## src/rtl/itp_pkg.sv

```systemverilog
// shared types, character codes and priority function for the infix to postfix converter
package itp_pkg;

	localparam logic [7:0] CH_LPAREN = 8'h28;
	localparam logic [7:0] CH_RPAREN = 8'h29;
	localparam logic [7:0] CH_STAR   = 8'h2A;
	localparam logic [7:0] CH_PLUS   = 8'h2B;
	localparam logic [7:0] CH_MINUS  = 8'h2D;
	localparam logic [7:0] CH_SLASH  = 8'h2F;

	typedef enum logic [1:0] {
		ERR_NONE      = 2'd0,
		ERR_UNMATCHED = 2'd1,
		ERR_OVERFLOW  = 2'd2
	} err_t;

	typedef enum logic [2:0] {
		K_NOP    = 3'd0,
		K_LETTER = 3'd1,
		K_OPEN   = 3'd2,
		K_CLOSE  = 3'd3,
		K_OPER   = 3'd4,
		K_FLUSH  = 3'd5
	} kind_t;

	typedef logic [1:0] prio_t;

	typedef struct packed {
		kind_t      kind;
		logic [7:0] symbol;
		prio_t      prio;
	} op_t;

	typedef struct packed {
		logic push;
		op_t  op;
	} q_wr_t;

	typedef struct packed {
		logic avail;
		op_t  op;
	} q_rd_t;

	function automatic prio_t prio_of(input logic [7:0] c);
		prio_t p;
		case (c)
			CH_LPAREN: p = 2'd1;
			CH_PLUS, CH_MINUS: p = 2'd2;
			CH_STAR, CH_SLASH: p = 2'd3;
			default: p = 2'd0;
		endcase
		return p;
	endfunction

endpackage

```

## src/rtl/itp_item_if.sv

```systemverilog
// request channel carrying one infix character or an end marker
interface itp_item_if;
	logic       valid;
	logic       ready;
	logic       mode;
	logic [7:0] symbol;

	modport source(output valid, output mode, output symbol, input ready);
	modport sink(input valid, input mode, input symbol, output ready);
endinterface

```

## src/rtl/itp_result_if.sv

```systemverilog
// result channel carrying one postfix character or an error marker
interface itp_result_if;
	logic       valid;
	logic       ready;
	logic [7:0] out_symbol;
	logic       is_last;
	logic [1:0] error;

	modport source(output valid, output out_symbol, output is_last, output error, input ready);
	modport sink(input valid, input out_symbol, input is_last, input error, output ready);
endinterface

```

## src/rtl/itp_front.sv

```systemverilog
// front end: takes requests and sorts each character into an operation for the queue
module itp_front (
	itp_item_if.sink       item,
	input  logic           q_full,
	output itp_pkg::q_wr_t q_wr
);

	logic is_letter;

	assign is_letter = ((item.symbol >= 8'h41) && (item.symbol <= 8'h5A)) ||
		((item.symbol >= 8'h61) && (item.symbol <= 8'h7A));

	assign item.ready = !q_full;

	always_comb begin
		q_wr.push      = item.valid && !q_full;
		q_wr.op.symbol = item.symbol;
		q_wr.op.prio   = itp_pkg::prio_of(item.symbol);
		if (item.mode) begin
			q_wr.op.kind = itp_pkg::K_FLUSH;
		end else if (is_letter) begin
			q_wr.op.kind = itp_pkg::K_LETTER;
		end else if (item.symbol == itp_pkg::CH_LPAREN) begin
			q_wr.op.kind = itp_pkg::K_OPEN;
		end else if (item.symbol == itp_pkg::CH_RPAREN) begin
			q_wr.op.kind = itp_pkg::K_CLOSE;
		end else begin
			q_wr.op.kind = itp_pkg::K_OPER;
		end
	end

endmodule

```

## src/rtl/itp_queue.sv

```systemverilog
// two-entry queue of sorted operations between front end and stack engine
module itp_queue (
	input  logic           clk,
	input  logic           arst_n,
	input  itp_pkg::q_wr_t wr,
	input  logic           pop,
	output itp_pkg::q_rd_t rd,
	output logic           full
);

	itp_pkg::op_t ent_q [2];
	logic         wr_ptr_q;
	logic         rd_ptr_q;
	logic [1:0]   cnt_q;

	assign full     = (cnt_q == 2'd2);
	assign rd.avail = (cnt_q != 2'd0);
	assign rd.op    = ent_q[rd_ptr_q];

	always_ff @(posedge clk) begin
		if (wr.push) begin
			ent_q[wr_ptr_q] <= wr.op;
		end
	end

	always_ff @(posedge clk or negedge arst_n) begin
		if (!arst_n) begin
			wr_ptr_q <= 1'b0;
			rd_ptr_q <= 1'b0;
			cnt_q    <= 2'd0;
		end else begin
			if (wr.push) begin
				wr_ptr_q <= !wr_ptr_q;
			end
			if (pop) begin
				rd_ptr_q <= !rd_ptr_q;
			end
			case ({wr.push, pop})
				2'b10: cnt_q <= cnt_q + 2'd1;
				2'b01: cnt_q <= cnt_q - 2'd1;
				default: cnt_q <= cnt_q;
			endcase
		end
	end

endmodule

```

## src/rtl/itp_back.sv

```systemverilog
// stack engine: runs each operation against the operator stack and emits results
module itp_back #(
	parameter int DEPTH = 32
) (
	input  logic           clk,
	input  logic           arst_n,
	input  itp_pkg::q_rd_t q_rd,
	output logic           q_pop,
	itp_result_if.source   result
);

	localparam int AW = $clog2(DEPTH);
	localparam int CW = $clog2(DEPTH + 1);

	typedef enum logic [3:0] {
		ST_IDLE = 4'b0001,
		ST_EXEC = 4'b0010,
		ST_FILL = 4'b0100,
		ST_DONE = 4'b1000
	} state_t;

	state_t         state_q, state_d;
	logic [7:0]     stack_mem [DEPTH];
	logic [CW-1:0]  cnt_q;
	logic [7:0]     top_q;
	logic [7:0]     rd_q;
	logic [AW-1:0]  rd_addr;
	itp_pkg::op_t   cur_q;

	logic           pend_valid_q;
	logic [7:0]     pend_sym_q;
	itp_pkg::err_t  pend_err_q;

	logic           out_valid_q;
	logic [7:0]     out_sym_q;
	logic           out_last_q;
	itp_pkg::err_t  out_err_q;

	logic           out_free, full, empty, stall;
	logic           gen, do_push, do_pop, set_nop, flush_pend, deq;
	logic [7:0]     gen_sym;
	itp_pkg::err_t  gen_err;
	itp_pkg::prio_t top_prio;

	assign out_free = !out_valid_q || result.ready;
	assign full     = (cnt_q == CW'(DEPTH));
	assign empty    = (cnt_q == '0);
	assign top_prio = itp_pkg::prio_of(top_q);
	// entry just under the top, fetched ahead so a pop can reload the top register
	assign rd_addr  = (cnt_q >= CW'(2)) ? AW'(cnt_q - CW'(2)) : '0;
	assign q_pop    = deq;

	always_comb begin
		state_d    = state_q;
		gen        = 1'b0;
		gen_sym    = '0;
		gen_err    = itp_pkg::ERR_NONE;
		do_push    = 1'b0;
		do_pop     = 1'b0;
		set_nop    = 1'b0;
		flush_pend = 1'b0;
		deq        = 1'b0;
		stall      = 1'b0;
		case (state_q)
			ST_IDLE: begin
				if (q_rd.avail) begin
					deq     = 1'b1;
					state_d = ST_EXEC;
				end
			end
			ST_EXEC: begin
				case (cur_q.kind)
					itp_pkg::K_LETTER: begin
						gen     = 1'b1;
						gen_sym = cur_q.symbol;
						state_d = ST_DONE;
					end
					itp_pkg::K_OPEN: begin
						if (full) begin
							gen     = 1'b1;
							gen_err = itp_pkg::ERR_OVERFLOW;
						end else begin
							do_push = 1'b1;
						end
						state_d = ST_DONE;
					end
					itp_pkg::K_OPER: begin
						if (!empty && (top_prio >= cur_q.prio)) begin
							gen     = 1'b1;
							gen_sym = top_q;
							do_pop  = 1'b1;
							state_d = ST_FILL;
						end else if (full) begin
							gen     = 1'b1;
							gen_err = itp_pkg::ERR_OVERFLOW;
							state_d = ST_DONE;
						end else begin
							do_push = 1'b1;
							state_d = ST_DONE;
						end
					end
					itp_pkg::K_CLOSE: begin
						if (empty) begin
							gen     = 1'b1;
							gen_err = itp_pkg::ERR_UNMATCHED;
							state_d = ST_DONE;
						end else if (top_q == itp_pkg::CH_LPAREN) begin
							// matching paren is dropped, then nothing left to do
							do_pop  = 1'b1;
							set_nop = 1'b1;
							state_d = ST_FILL;
						end else begin
							gen     = 1'b1;
							gen_sym = top_q;
							do_pop  = 1'b1;
							state_d = ST_FILL;
						end
					end
					itp_pkg::K_FLUSH: begin
						if (empty) begin
							state_d = ST_DONE;
						end else begin
							gen     = 1'b1;
							gen_sym = top_q;
							do_pop  = 1'b1;
							state_d = ST_FILL;
						end
					end
					default: begin
						state_d = ST_DONE;
					end
				endcase
				// a new result pushes the held one out, which needs a free output slot
				if (gen && pend_valid_q && !out_free) begin
					stall   = 1'b1;
					gen     = 1'b0;
					do_push = 1'b0;
					do_pop  = 1'b0;
					set_nop = 1'b0;
					state_d = state_q;
				end
			end
			ST_FILL: begin
				state_d = ST_EXEC;
			end
			ST_DONE: begin
				if (!pend_valid_q) begin
					state_d = ST_IDLE;
				end else if (out_free) begin
					flush_pend = 1'b1;
					state_d    = ST_IDLE;
				end
			end
			default: begin
				state_d = ST_IDLE;
			end
		endcase
	end

	always_ff @(posedge clk) begin
		if (do_push) begin
			stack_mem[cnt_q[AW-1:0]] <= cur_q.symbol;
		end
		rd_q <= stack_mem[rd_addr];
	end

	always_ff @(posedge clk) begin
		if (deq) begin
			cur_q <= q_rd.op;
		end else if (set_nop) begin
			cur_q.kind <= itp_pkg::K_NOP;
		end
		if (do_push) begin
			top_q <= cur_q.symbol;
		end else if (state_q == ST_FILL) begin
			top_q <= rd_q;
		end
		if (gen) begin
			pend_sym_q <= gen_sym;
			pend_err_q <= gen_err;
		end
		if ((gen && pend_valid_q) || flush_pend) begin
			out_sym_q  <= pend_sym_q;
			out_err_q  <= pend_err_q;
			out_last_q <= flush_pend;
		end
	end

	always_ff @(posedge clk or negedge arst_n) begin
		if (!arst_n) begin
			state_q      <= ST_IDLE;
			cnt_q        <= '0;
			pend_valid_q <= 1'b0;
			out_valid_q  <= 1'b0;
		end else begin
			state_q <= state_d;
			if (do_push) begin
				cnt_q <= cnt_q + CW'(1);
			end else if (do_pop) begin
				cnt_q <= cnt_q - CW'(1);
			end
			if (gen) begin
				pend_valid_q <= 1'b1;
			end else if (flush_pend) begin
				pend_valid_q <= 1'b0;
			end
			if ((gen && pend_valid_q) || flush_pend) begin
				out_valid_q <= 1'b1;
			end else if (result.ready) begin
				out_valid_q <= 1'b0;
			end
		end
	end

	assign result.valid      = out_valid_q;
	assign result.out_symbol = out_sym_q;
	assign result.is_last    = out_last_q;
	assign result.error      = out_err_q;

	a_cnt_bound: assert property (@(posedge clk) disable iff (!arst_n)
		cnt_q <= CW'(DEPTH))
		else $error("stack count beyond depth");

	a_idle_no_pend: assert property (@(posedge clk) disable iff (!arst_n)
		(state_q == ST_IDLE) |-> !pend_valid_q)
		else $error("held result left behind at end of request");

	a_fill_after_pop: assert property (@(posedge clk) disable iff (!arst_n)
		(state_q == ST_FILL) |-> ($past(cnt_q) == cnt_q + CW'(1)))
		else $error("top reload without a pop");

	a_err_zero_sym: assert property (@(posedge clk) disable iff (!arst_n)
		(out_valid_q && (out_err_q != itp_pkg::ERR_NONE)) |-> (out_sym_q == '0))
		else $error("error result with nonzero symbol");

	a_stall_no_change: assert property (@(posedge clk) disable iff (!arst_n)
		stall |=> ($stable(cnt_q) && (state_q == ST_EXEC)))
		else $error("stack moved during output stall");

endmodule

```

## src/rtl/infix_to_postfix_converter.sv

```systemverilog
// top level of the infix to postfix converter: front end, queue and stack engine
// a letter passes the queue, current-op register, held-result register and output register
// each popped operator is emitted in ST_EXEC, then ST_FILL reloads the top from stack memory
// each request also passes dequeue (ST_IDLE), decision (ST_EXEC) and final hand-off (ST_DONE)
// the two-entry queue keeps taking requests while the stack engine works, until it is full
// reset clears control and count only; stack memory is not cleared, unread entries never matter
module infix_to_postfix_converter #(
	parameter int STACK_DEPTH = 32
) (
	input  logic         clk,
	input  logic         arst_n,
	itp_item_if.sink     item,
	itp_result_if.source result
);

	itp_pkg::q_wr_t q_wr;
	itp_pkg::q_rd_t q_rd;
	logic           q_full;
	logic           q_pop;

	itp_front u_front (
		.item   (item),
		.q_full (q_full),
		.q_wr   (q_wr)
	);

	itp_queue u_queue (
		.clk    (clk),
		.arst_n (arst_n),
		.wr     (q_wr),
		.pop    (q_pop),
		.rd     (q_rd),
		.full   (q_full)
	);

	itp_back #(
		.DEPTH (STACK_DEPTH)
	) u_back (
		.clk    (clk),
		.arst_n (arst_n),
		.q_rd   (q_rd),
		.q_pop  (q_pop),
		.result (result)
	);

endmodule
```

## src/flat_wrapper.sv

```systemverilog
// flat-port wrapper written by rule: the top's interface ports become plain ports
module infix_to_postfix_converter_flat 
#(
	parameter int STACK_DEPTH = 32
)
  (clk, arst_n, item_valid, item_mode, item_symbol, item_ready, result_valid, result_out_symbol, result_is_last, result_error, result_ready);
  itp_item_if item_i ();
  itp_result_if result_i ();
  input  logic clk;
  input  logic arst_n;
  input wire logic [$bits(item_i.valid)-1:0] item_valid;
  input wire logic [$bits(item_i.mode)-1:0] item_mode;
  input wire logic [$bits(item_i.symbol)-1:0] item_symbol;
  output wire logic [$bits(item_i.ready)-1:0] item_ready;
  output wire logic [$bits(result_i.valid)-1:0] result_valid;
  output wire logic [$bits(result_i.out_symbol)-1:0] result_out_symbol;
  output wire logic [$bits(result_i.is_last)-1:0] result_is_last;
  output wire logic [$bits(result_i.error)-1:0] result_error;
  input wire logic [$bits(result_i.ready)-1:0] result_ready;
  assign item_i.valid = item_valid;
  assign item_i.mode = item_mode;
  assign item_i.symbol = item_symbol;
  assign item_ready = item_i.ready;
  assign result_valid = result_i.valid;
  assign result_out_symbol = result_i.out_symbol;
  assign result_is_last = result_i.is_last;
  assign result_error = result_i.error;
  assign result_i.ready = result_ready;
  infix_to_postfix_converter #(.STACK_DEPTH(STACK_DEPTH)) u_core (.clk(clk), .arst_n(arst_n), .item(item_i), .result(result_i));
endmodule
```

## config.mk

```make
export PLATFORM = sky130hd
export DESIGN_NAME = infix_to_postfix_converter_flat
export DESIGN_NICKNAME = d
export VERILOG_FILES = /design/src/rtl/itp_pkg.sv /design/src/rtl/itp_item_if.sv /design/src/rtl/itp_result_if.sv /design/src/rtl/itp_front.sv /design/src/rtl/itp_queue.sv /design/src/rtl/itp_back.sv /design/src/rtl/infix_to_postfix_converter.sv /design/src/flat_wrapper.sv
export SDC_FILE = /design/constraint.sdc
export NUM_CORES = 1
export LEC_CHECK = 0
export BUFFER_PORTS_ARGS = -buffer_cell sky130_fd_sc_hd__buf_4
export CELL_PAD_IN_SITES_DETAIL_PLACEMENT = 0
export CELL_PAD_IN_SITES_GLOBAL_PLACEMENT = 2
export CORE_MARGIN = 10
export CORE_UTILIZATION = 43
export CTS_BUF_LIST = sky130_fd_sc_hd__clkbuf_2
export DETAILED_ROUTE_END_ITERATION = 10
export PLACE_DENSITY_LB_ADDON = 0.25
export SYNTH_ARGS = -nofsm -noshare
export SYNTH_HDL_FRONTEND = slang
export SYNTH_SLANG_ARGS = --single-unit
```

## constraint.sdc

```tcl
create_clock -name clk -period 3.4 [get_ports clk]
set_input_delay 0.68 -clock clk [delete_from_list [all_inputs] [get_ports clk]]
set_output_delay 0.68 -clock clk [all_outputs]
set_load 0.01 [all_outputs]
```

After elaboration in Yosys (flattened, before gate mapping)
Memories as Yosys holds them, arrays and structs flattened. A register that Yosys moved wholly into a read port is not among the register bits.
Index checks and enable logic that the tools add are counted.

cells by class
  add/subtract/negate cells = 5
  order comparisons = 6
  equality and inequality tests = 27
  muxes and demuxes = 67
  reductions and logical operators = 30

operators with widths
  kind                                                                number
  == test 8 x 6 -> 1 bit (second input constant)                      11
  2-to-1 mux 8 bit                                                    6
  2-to-1 mux 1 bit                                                    34
  case mux 8 bit (4 select lines)                                     1
  2-to-1 mux 4 bit                                                    6
  2-to-1 mux 3 bit                                                    6
  case mux 2 bit (3 select lines)                                     3
  greater-or-equal comparator 8 x 7 -> 1 bit (second input constant)  2
  less-or-equal comparator 8 x 7 -> 1 bit (second input constant)     2
  case mux 4 bit (4 select lines)                                     1
  nonzero test 2 bit                                                  7
  2-to-1 mux 6 bit                                                    2
  OR reduction 2 bit                                                  5
  case mux 4 bit (2 select lines)                                     1
  logical AND 1 bit                                                   7
  adder 6 x 1 -> 6 bit (second input constant)                        1
  == test 3 x 2 -> 1 bit (second input constant)                      2
  == test 3 bit (second input constant)                               2
  == test 6 bit (second input constant)                               1
  greater-or-equal comparator 6 x 2 -> 1 bit (second input constant)  1
  logical NOT 1 bit                                                   6
  logical NOT 6 bit                                                   1
  subtractor 6 x 1 -> 6 bit (second input constant)                   1
  2-to-1 mux 5 bit                                                    1
  20 further kinds                                                    25

word-level totals
  flip-flop bits (word level) = 58
  RAM bits = 282
  bits of input ports = 13
  output and inout port bits = 13
  memories kept = 2

memories
  name                     words  bits a word  rd ports  clocked after Yosys merged registers in  write ports  line             RTL
  u_core.u_back.stack_mem  32     8            1         1                                        1            itp_back.sv:23   logic [7:0] stack_mem [DEPTH];
  u_core.u_queue.ent_q     2      13           1         0                                        1            itp_queue.sv:11  itp_pkg::op_t ent_q [2];

Logic depth before layout (Yosys ltp)
  word-level depth = 15
  depth in mapped cells = 16

Modules after synthesis
From an unflattened synthesis, not the netlist that was laid out.

second synthesis, totals
  cells, all modules = 1086
  area total of the unflattened synthesis = 14744.1 um^2

by module, submodules not included
  module     times used  cells each  area each (um^2)  seq. area each (um^2)
  itp_back   1           1002        13421.6           9410.3
  itp_queue  1           56          1126.1            880.8
  itp_front  1           28          196.4             0.0

Least setup slack after synthesis
Ideal clock, no wire load.

  path kind = register -> register
  from = reg u_core.u_back.top_q[4]
  to = reg u_core.u_back.cnt_q[5]
  arrival = 3.349 ns
  required time = 3.274 ns
  slack = -0.075 ns
  stages on the path, launching flop included = 17
  buffers on the path = 1
  period minus slack after synthesis = 3.475 ns
  cell sequence = edfxtp_1 nor2b_1 nand2_1 or4_1 ha_1 nand2b_1 a21oi_1 nor2_1 a21o_1 clkbuf_1 ha_1 a21oi_1 nand2_1 a31oi_1 inv_1 o31a_1 xnor2_1

on the way
  word-level cells in the longest chain between the ends = 13
  elaborated cells between the ends (all ways) = 27

ends and longest elaborated chain
  what                                                    line             RTL
  start, declared                                         itp_back.sv:25   logic [7:0] top_q;
  start signal, assigned                                  itp_back.sv:174  top_q <= cur_q.symbol;
  start signal, assigned                                  itp_back.sv:176  top_q <= rd_q;
  == test 8 x 6 -> 1 bit                                  itp_pkg.sv:46    case (c)
  OR reduction 2 bit                                      itp_pkg.sv:46
  case mux 2 bit (3 select lines)                         itp_pkg.sv:46
  greater-or-equal comparator 2 bit                       itp_back.sv:88   if (!empty && (top_prio >= cur_q.prio)) begin
  logical AND 1 bit                                       itp_back.sv:88
  2-to-1 mux 1 bit                                        itp_back.sv:88
  case mux 1 bit (5 select lines)                         itp_back.sv:72   case (cur_q.kind)
  2-to-1 mux 1 bit                                        itp_back.sv:64   case (state_q)
  logical AND 1 bit (2 in series)                         itp_back.sv:134  if (gen && pend_valid_q && !out_free) begin
  2-to-1 mux 1 bit                                        itp_back.sv:134
  2-to-1 mux 1 bit                                        itp_back.sv:64
  2-to-1 mux 6 bit or nonzero test 2 bit (tied branches)  -
  end signal, assigned                                    itp_back.sv:198  cnt_q <= cnt_q + CW'(1);
  end signal, assigned                                    itp_back.sv:200  cnt_q <= cnt_q - CW'(1);
  end, declared                                           itp_back.sv:24   logic [CW-1:0] cnt_q;

Several ways; a longest one is shown, not always the timed one. The select of a mux whose other input is x is not followed.
A chain may end at the register's enable or synchronous reset.

Final worst setup path
Ends and elaborated chain as after synthesis.

==> results_dict.tcl <==
set metrics [dict create \
    status "finished, final reports clean" \
    netlist_area_um2 14500 \
    setup_viol 0 \
    synth-async-reset-ratio 0.0460 \
    num_vias 9159 \
    cts_tree "yes" \
    sw_frac_of_total 0.388 \
    yosys.cell_types.count 59 \
    coreArea_um2 33400 \
    post_drt_wl_per_cell_um 21.6 \
    holdCritStartpoint "item_valid" \
    yosysMostFrequentCell "edfxtp_1" \
    syn_inst 995 \
    antenna_found_initial 3 \
    ys_warn_count 0 \
    critPathTopFamily "compound AO/OA/AOI/OAI gates" \
    cp-start-kind "register" \
    area_growth_pct 16.2 \
    worstPathMaxFanout 5 \
    required_ns 4.19 \
    grt_pass1_vias 9408 \
    drc 0 \
    cellLeakagePower_nw 5.93 \
    tightest_slew_ns 1.04 \
    numCtsBuffers 89 \
    avgSynthCellArea_um2 14.6 \
    finalNetCount 1188 \
    cts.clk_slew.worst_paths_ns 0.09 \
    crit_path_top_delay_cell "or4_4" \
    seq_area_frac_synth 0.708 \
    critical_path.cell_chain "nor2b_2 -> nand2_1 -> or4_4 -> ha_4 -> nand2b_4 -> a21oi_4 -> nor2_2 -> a21o_4 -> buf_6 -> ha_4 -> a21o_1 -> a31oi_4 -> inv_1 -> o31a_1 -> xnor2_1" \
    critical_path.max_stage_delay_ns 0.53 \
    drt_first_pass_iters 4 \
    grt_overflow 0 \
    synthesis.nets 1018 \
    slew_headroom 0.307 \
    r2r-end "u_core.u_back.cnt_q[5]$_DFFE_PN0P_" \
    pin_count 26 \
    yosys_register_bits 348 \
    fin_hold_ws_ns 0.123 \
    fp.dieArea_um2 41600 \
    drt-total-wl_um 36100 \
    via_per_inst 5.47 \
    holdPathEnd "u_core.u_queue.wr_ptr_q$_DFFE_PN0P_" \
    synth_commonest_cells "edfxtp_1, nor2_1, a21oi_1" \
    hold_path_depth 3 \
    rr_worst_depth 15 \
    ant_nets 0 \
    path_common_cell "ha_4" \
    crit_type "reg -> reg" \
    synth_top_area_frac 0.669 \
    hold_viol 0 \
    portBuffers 25 \
    fp-row-count 67 \
    reg2reg_slack_ns 0.16 \
    track_usage 0.174 \
    period_needed_ns 3.24 \
    synth_area_leaders "edfxtp_1, mux2_2, dfrtp_1" \
    clockBufferDepth 3 \
    irDropWorstVdd_mv 0.429 \
    power.share.combinational 0.394 \
    p_clk_frac 0.189 \
    skew_ns 0.103 \
    die_w_um 204 \
    hpwl_um 23500 \
    cp-end-kind "register" \
    drive_above_1_share 0.286 \
    final.fill_count 2921 \
    synth_area_leader_cell "edfxtp_1" \
    drt_iter0_markers 672 \
    dieHeight_um 204 \
    clockRootBuffer "clkbuf_2" \
    crit_buf_inv 2 \
    p_int_mw 9.00 \
    seq_power_share 0.417 \
    power.total_mw 14.7 \
    clk_latency_ns 0.93 \
    finalCritPeriodShare 0.953 \
    synth_edf_count 324 \
    arrival_ns 4.03 \
    cts.sinks 348 \
    initial_core_util 0.435 \
    maxCapViolCount 0 \
    gp_congestion 0.833 \
    grt_max_degree 55 \
    power_density_nw_per_um2 871 \
    reg2reg_from "u_core.u_back.top_q[4]$_DFFE_PP_" \
    yosys_most_used_dff "edfxtp_1" \
    hp-class "in -> reg" \
    final_max_slew_viol_count 0 \
    htreeDepth 3 \
    p_switching_mw 5.71 \
    fmax_ghz 0.309 \
    grt_pass1_wl_um 55400 \
]
power by group through the flow:
stage	logic (mW)	clock network (mW)	registers [mW]
after floorplan	3.46	0	6.11
after detailed placement	5.60	0	6.23
after global routing	6.27	3.12	6.19
after global placement	5.59	0	6.22
after CTS	5.64	2.90	6.13
final	5.79	2.78	6.14
timing repair:
action | 4_1_cts | 5_1_grt
hold buffers | 10 | 0
pin swaps | 1 | 12
endpoints found under the hold margin | 33 | 0
gates resized for setup | 2 | 19
setup buffers | 1 | 6
setup endpoints to repair | 109 | 268
state kept, by name (all words and copies together), names as in the netlist, 4 cells and up:
signal,count
u_core.u_back.pend_sym_q,8
u_core.u_queue.ent_q,26
u_core.u_back.state_q,4
u_core.u_back.stack_mem,256
u_core.u_back.cnt_q,6
u_core.u_back.result.out_symbol,8
u_core.u_back.top_q,8
u_core.u_back.rd_q,8
u_core.u_back.cur_q,13
per-stage QoR:
step / setup TNS, ns / instances / instance area, um^2 / setup WS, ns / utilization
final: 0 / 1675 / 16900 / 0.160 / 0.505
after detailed placement: -1.01 / 1505 / 15800 / -0.0601 / 0.473
after global routing: -0.379 / 1675 / 16900 / -0.0472 / 0.505
after global placement: -0.0554 / 1505 / 15800 / -0.0554 / 0.473
after floorplan: 0 / 995 / 14500 / 0.00522 / -
after CTS: 0 / 1667 / 16700 / 0.0101 / 0.500
kinds of logic after synthesis:
logic type / after synthesis / share of synthesized area
and+or+nand+nor: 244 / 0.0825
xor gates and xnor gates: 12 / 0.00723
buffers and inverters: 70 / 0.0193
DFF: 348 / 0.708
AOI/OAI and AO/OA: 227 / 0.112
adders and majority gates: 10 / 0.00912
muxes: 84 / 0.0622
routing by layer:
| layer | global-route usage | wire (um) | vias up |
|---|---|---|---|
| li1 | - | - | 4311 |
| met3 | 0.0376 | 1970 | 44 |
| met4 | 0.0568 | 576 | 0 |
| met5 | 0 | 0 | - |
| met2 | 0.271 | 16900 | 254 |
| met1 | 0.238 | 16600 | 4550 |
final cells by class:
type	count	area (um^2)	area share
Multi-Input combinational cell	577	4110	0.244
Clock inverter	22	143	0.00845
Antenna cell	2	5.00	0.000296
Inverter	14	52.6	0.00311
Tap cell	448	561	0.0332
Sequential cell	348	10300	0.609
Clock buffer	129	646	0.0382
Timing Repair Buffer	135	1070	0.0636
layout by cell type, fill, tap and decap left out, types with 15 or more instances in the layout:
cell type	count
mux2i_1	34
nand2_1	40
nor2_1	87
o31ai_1	18
o221ai_1	25
nor4_1	19
a21oi_1	56
edfxtp_1	324
clkinv_1	15
nand2b_1	27
buf_4	120
a211oi_1	16
mux2_2	49
clkbuf_2	129
dfrtp_1	15
o22ai_1	29
how the worst max path moves through the flow:
stage	from	end	slack (ns)	cells past startpoint
after floorplan	u_core.u_back.top_q[4]$_DFFE_PP_	u_core.u_back.cnt_q[5]$_DFFE_PN0P_	0.005	16
after global placement	u_core.u_back.top_q[4]$_DFFE_PP_	u_core.u_back.cnt_q[5]$_DFFE_PN0P_	-0.06	15
after detailed placement	u_core.u_back.top_q[4]$_DFFE_PP_	u_core.u_back.cnt_q[5]$_DFFE_PN0P_	-0.06	15
after CTS	u_core.u_back.top_q[4]$_DFFE_PP_	u_core.u_back.cnt_q[5]$_DFFE_PN0P_	0.01	15
after global routing	u_core.u_back.top_q[4]$_DFFE_PP_	u_core.u_back.cnt_q[5]$_DFFE_PN0P_	-0.05	16
final	u_core.u_back.top_q[4]$_DFFE_PP_	u_core.u_back.cnt_q[5]$_DFFE_PN0P_	0.16	15
tightest hold or removal path, stage by stage:
cell     delay [ns]
buf_4          0.11
nand2_1        0.10
xnor2_1        0.07
Note: power is estimated with default switching activity, not from simulation.
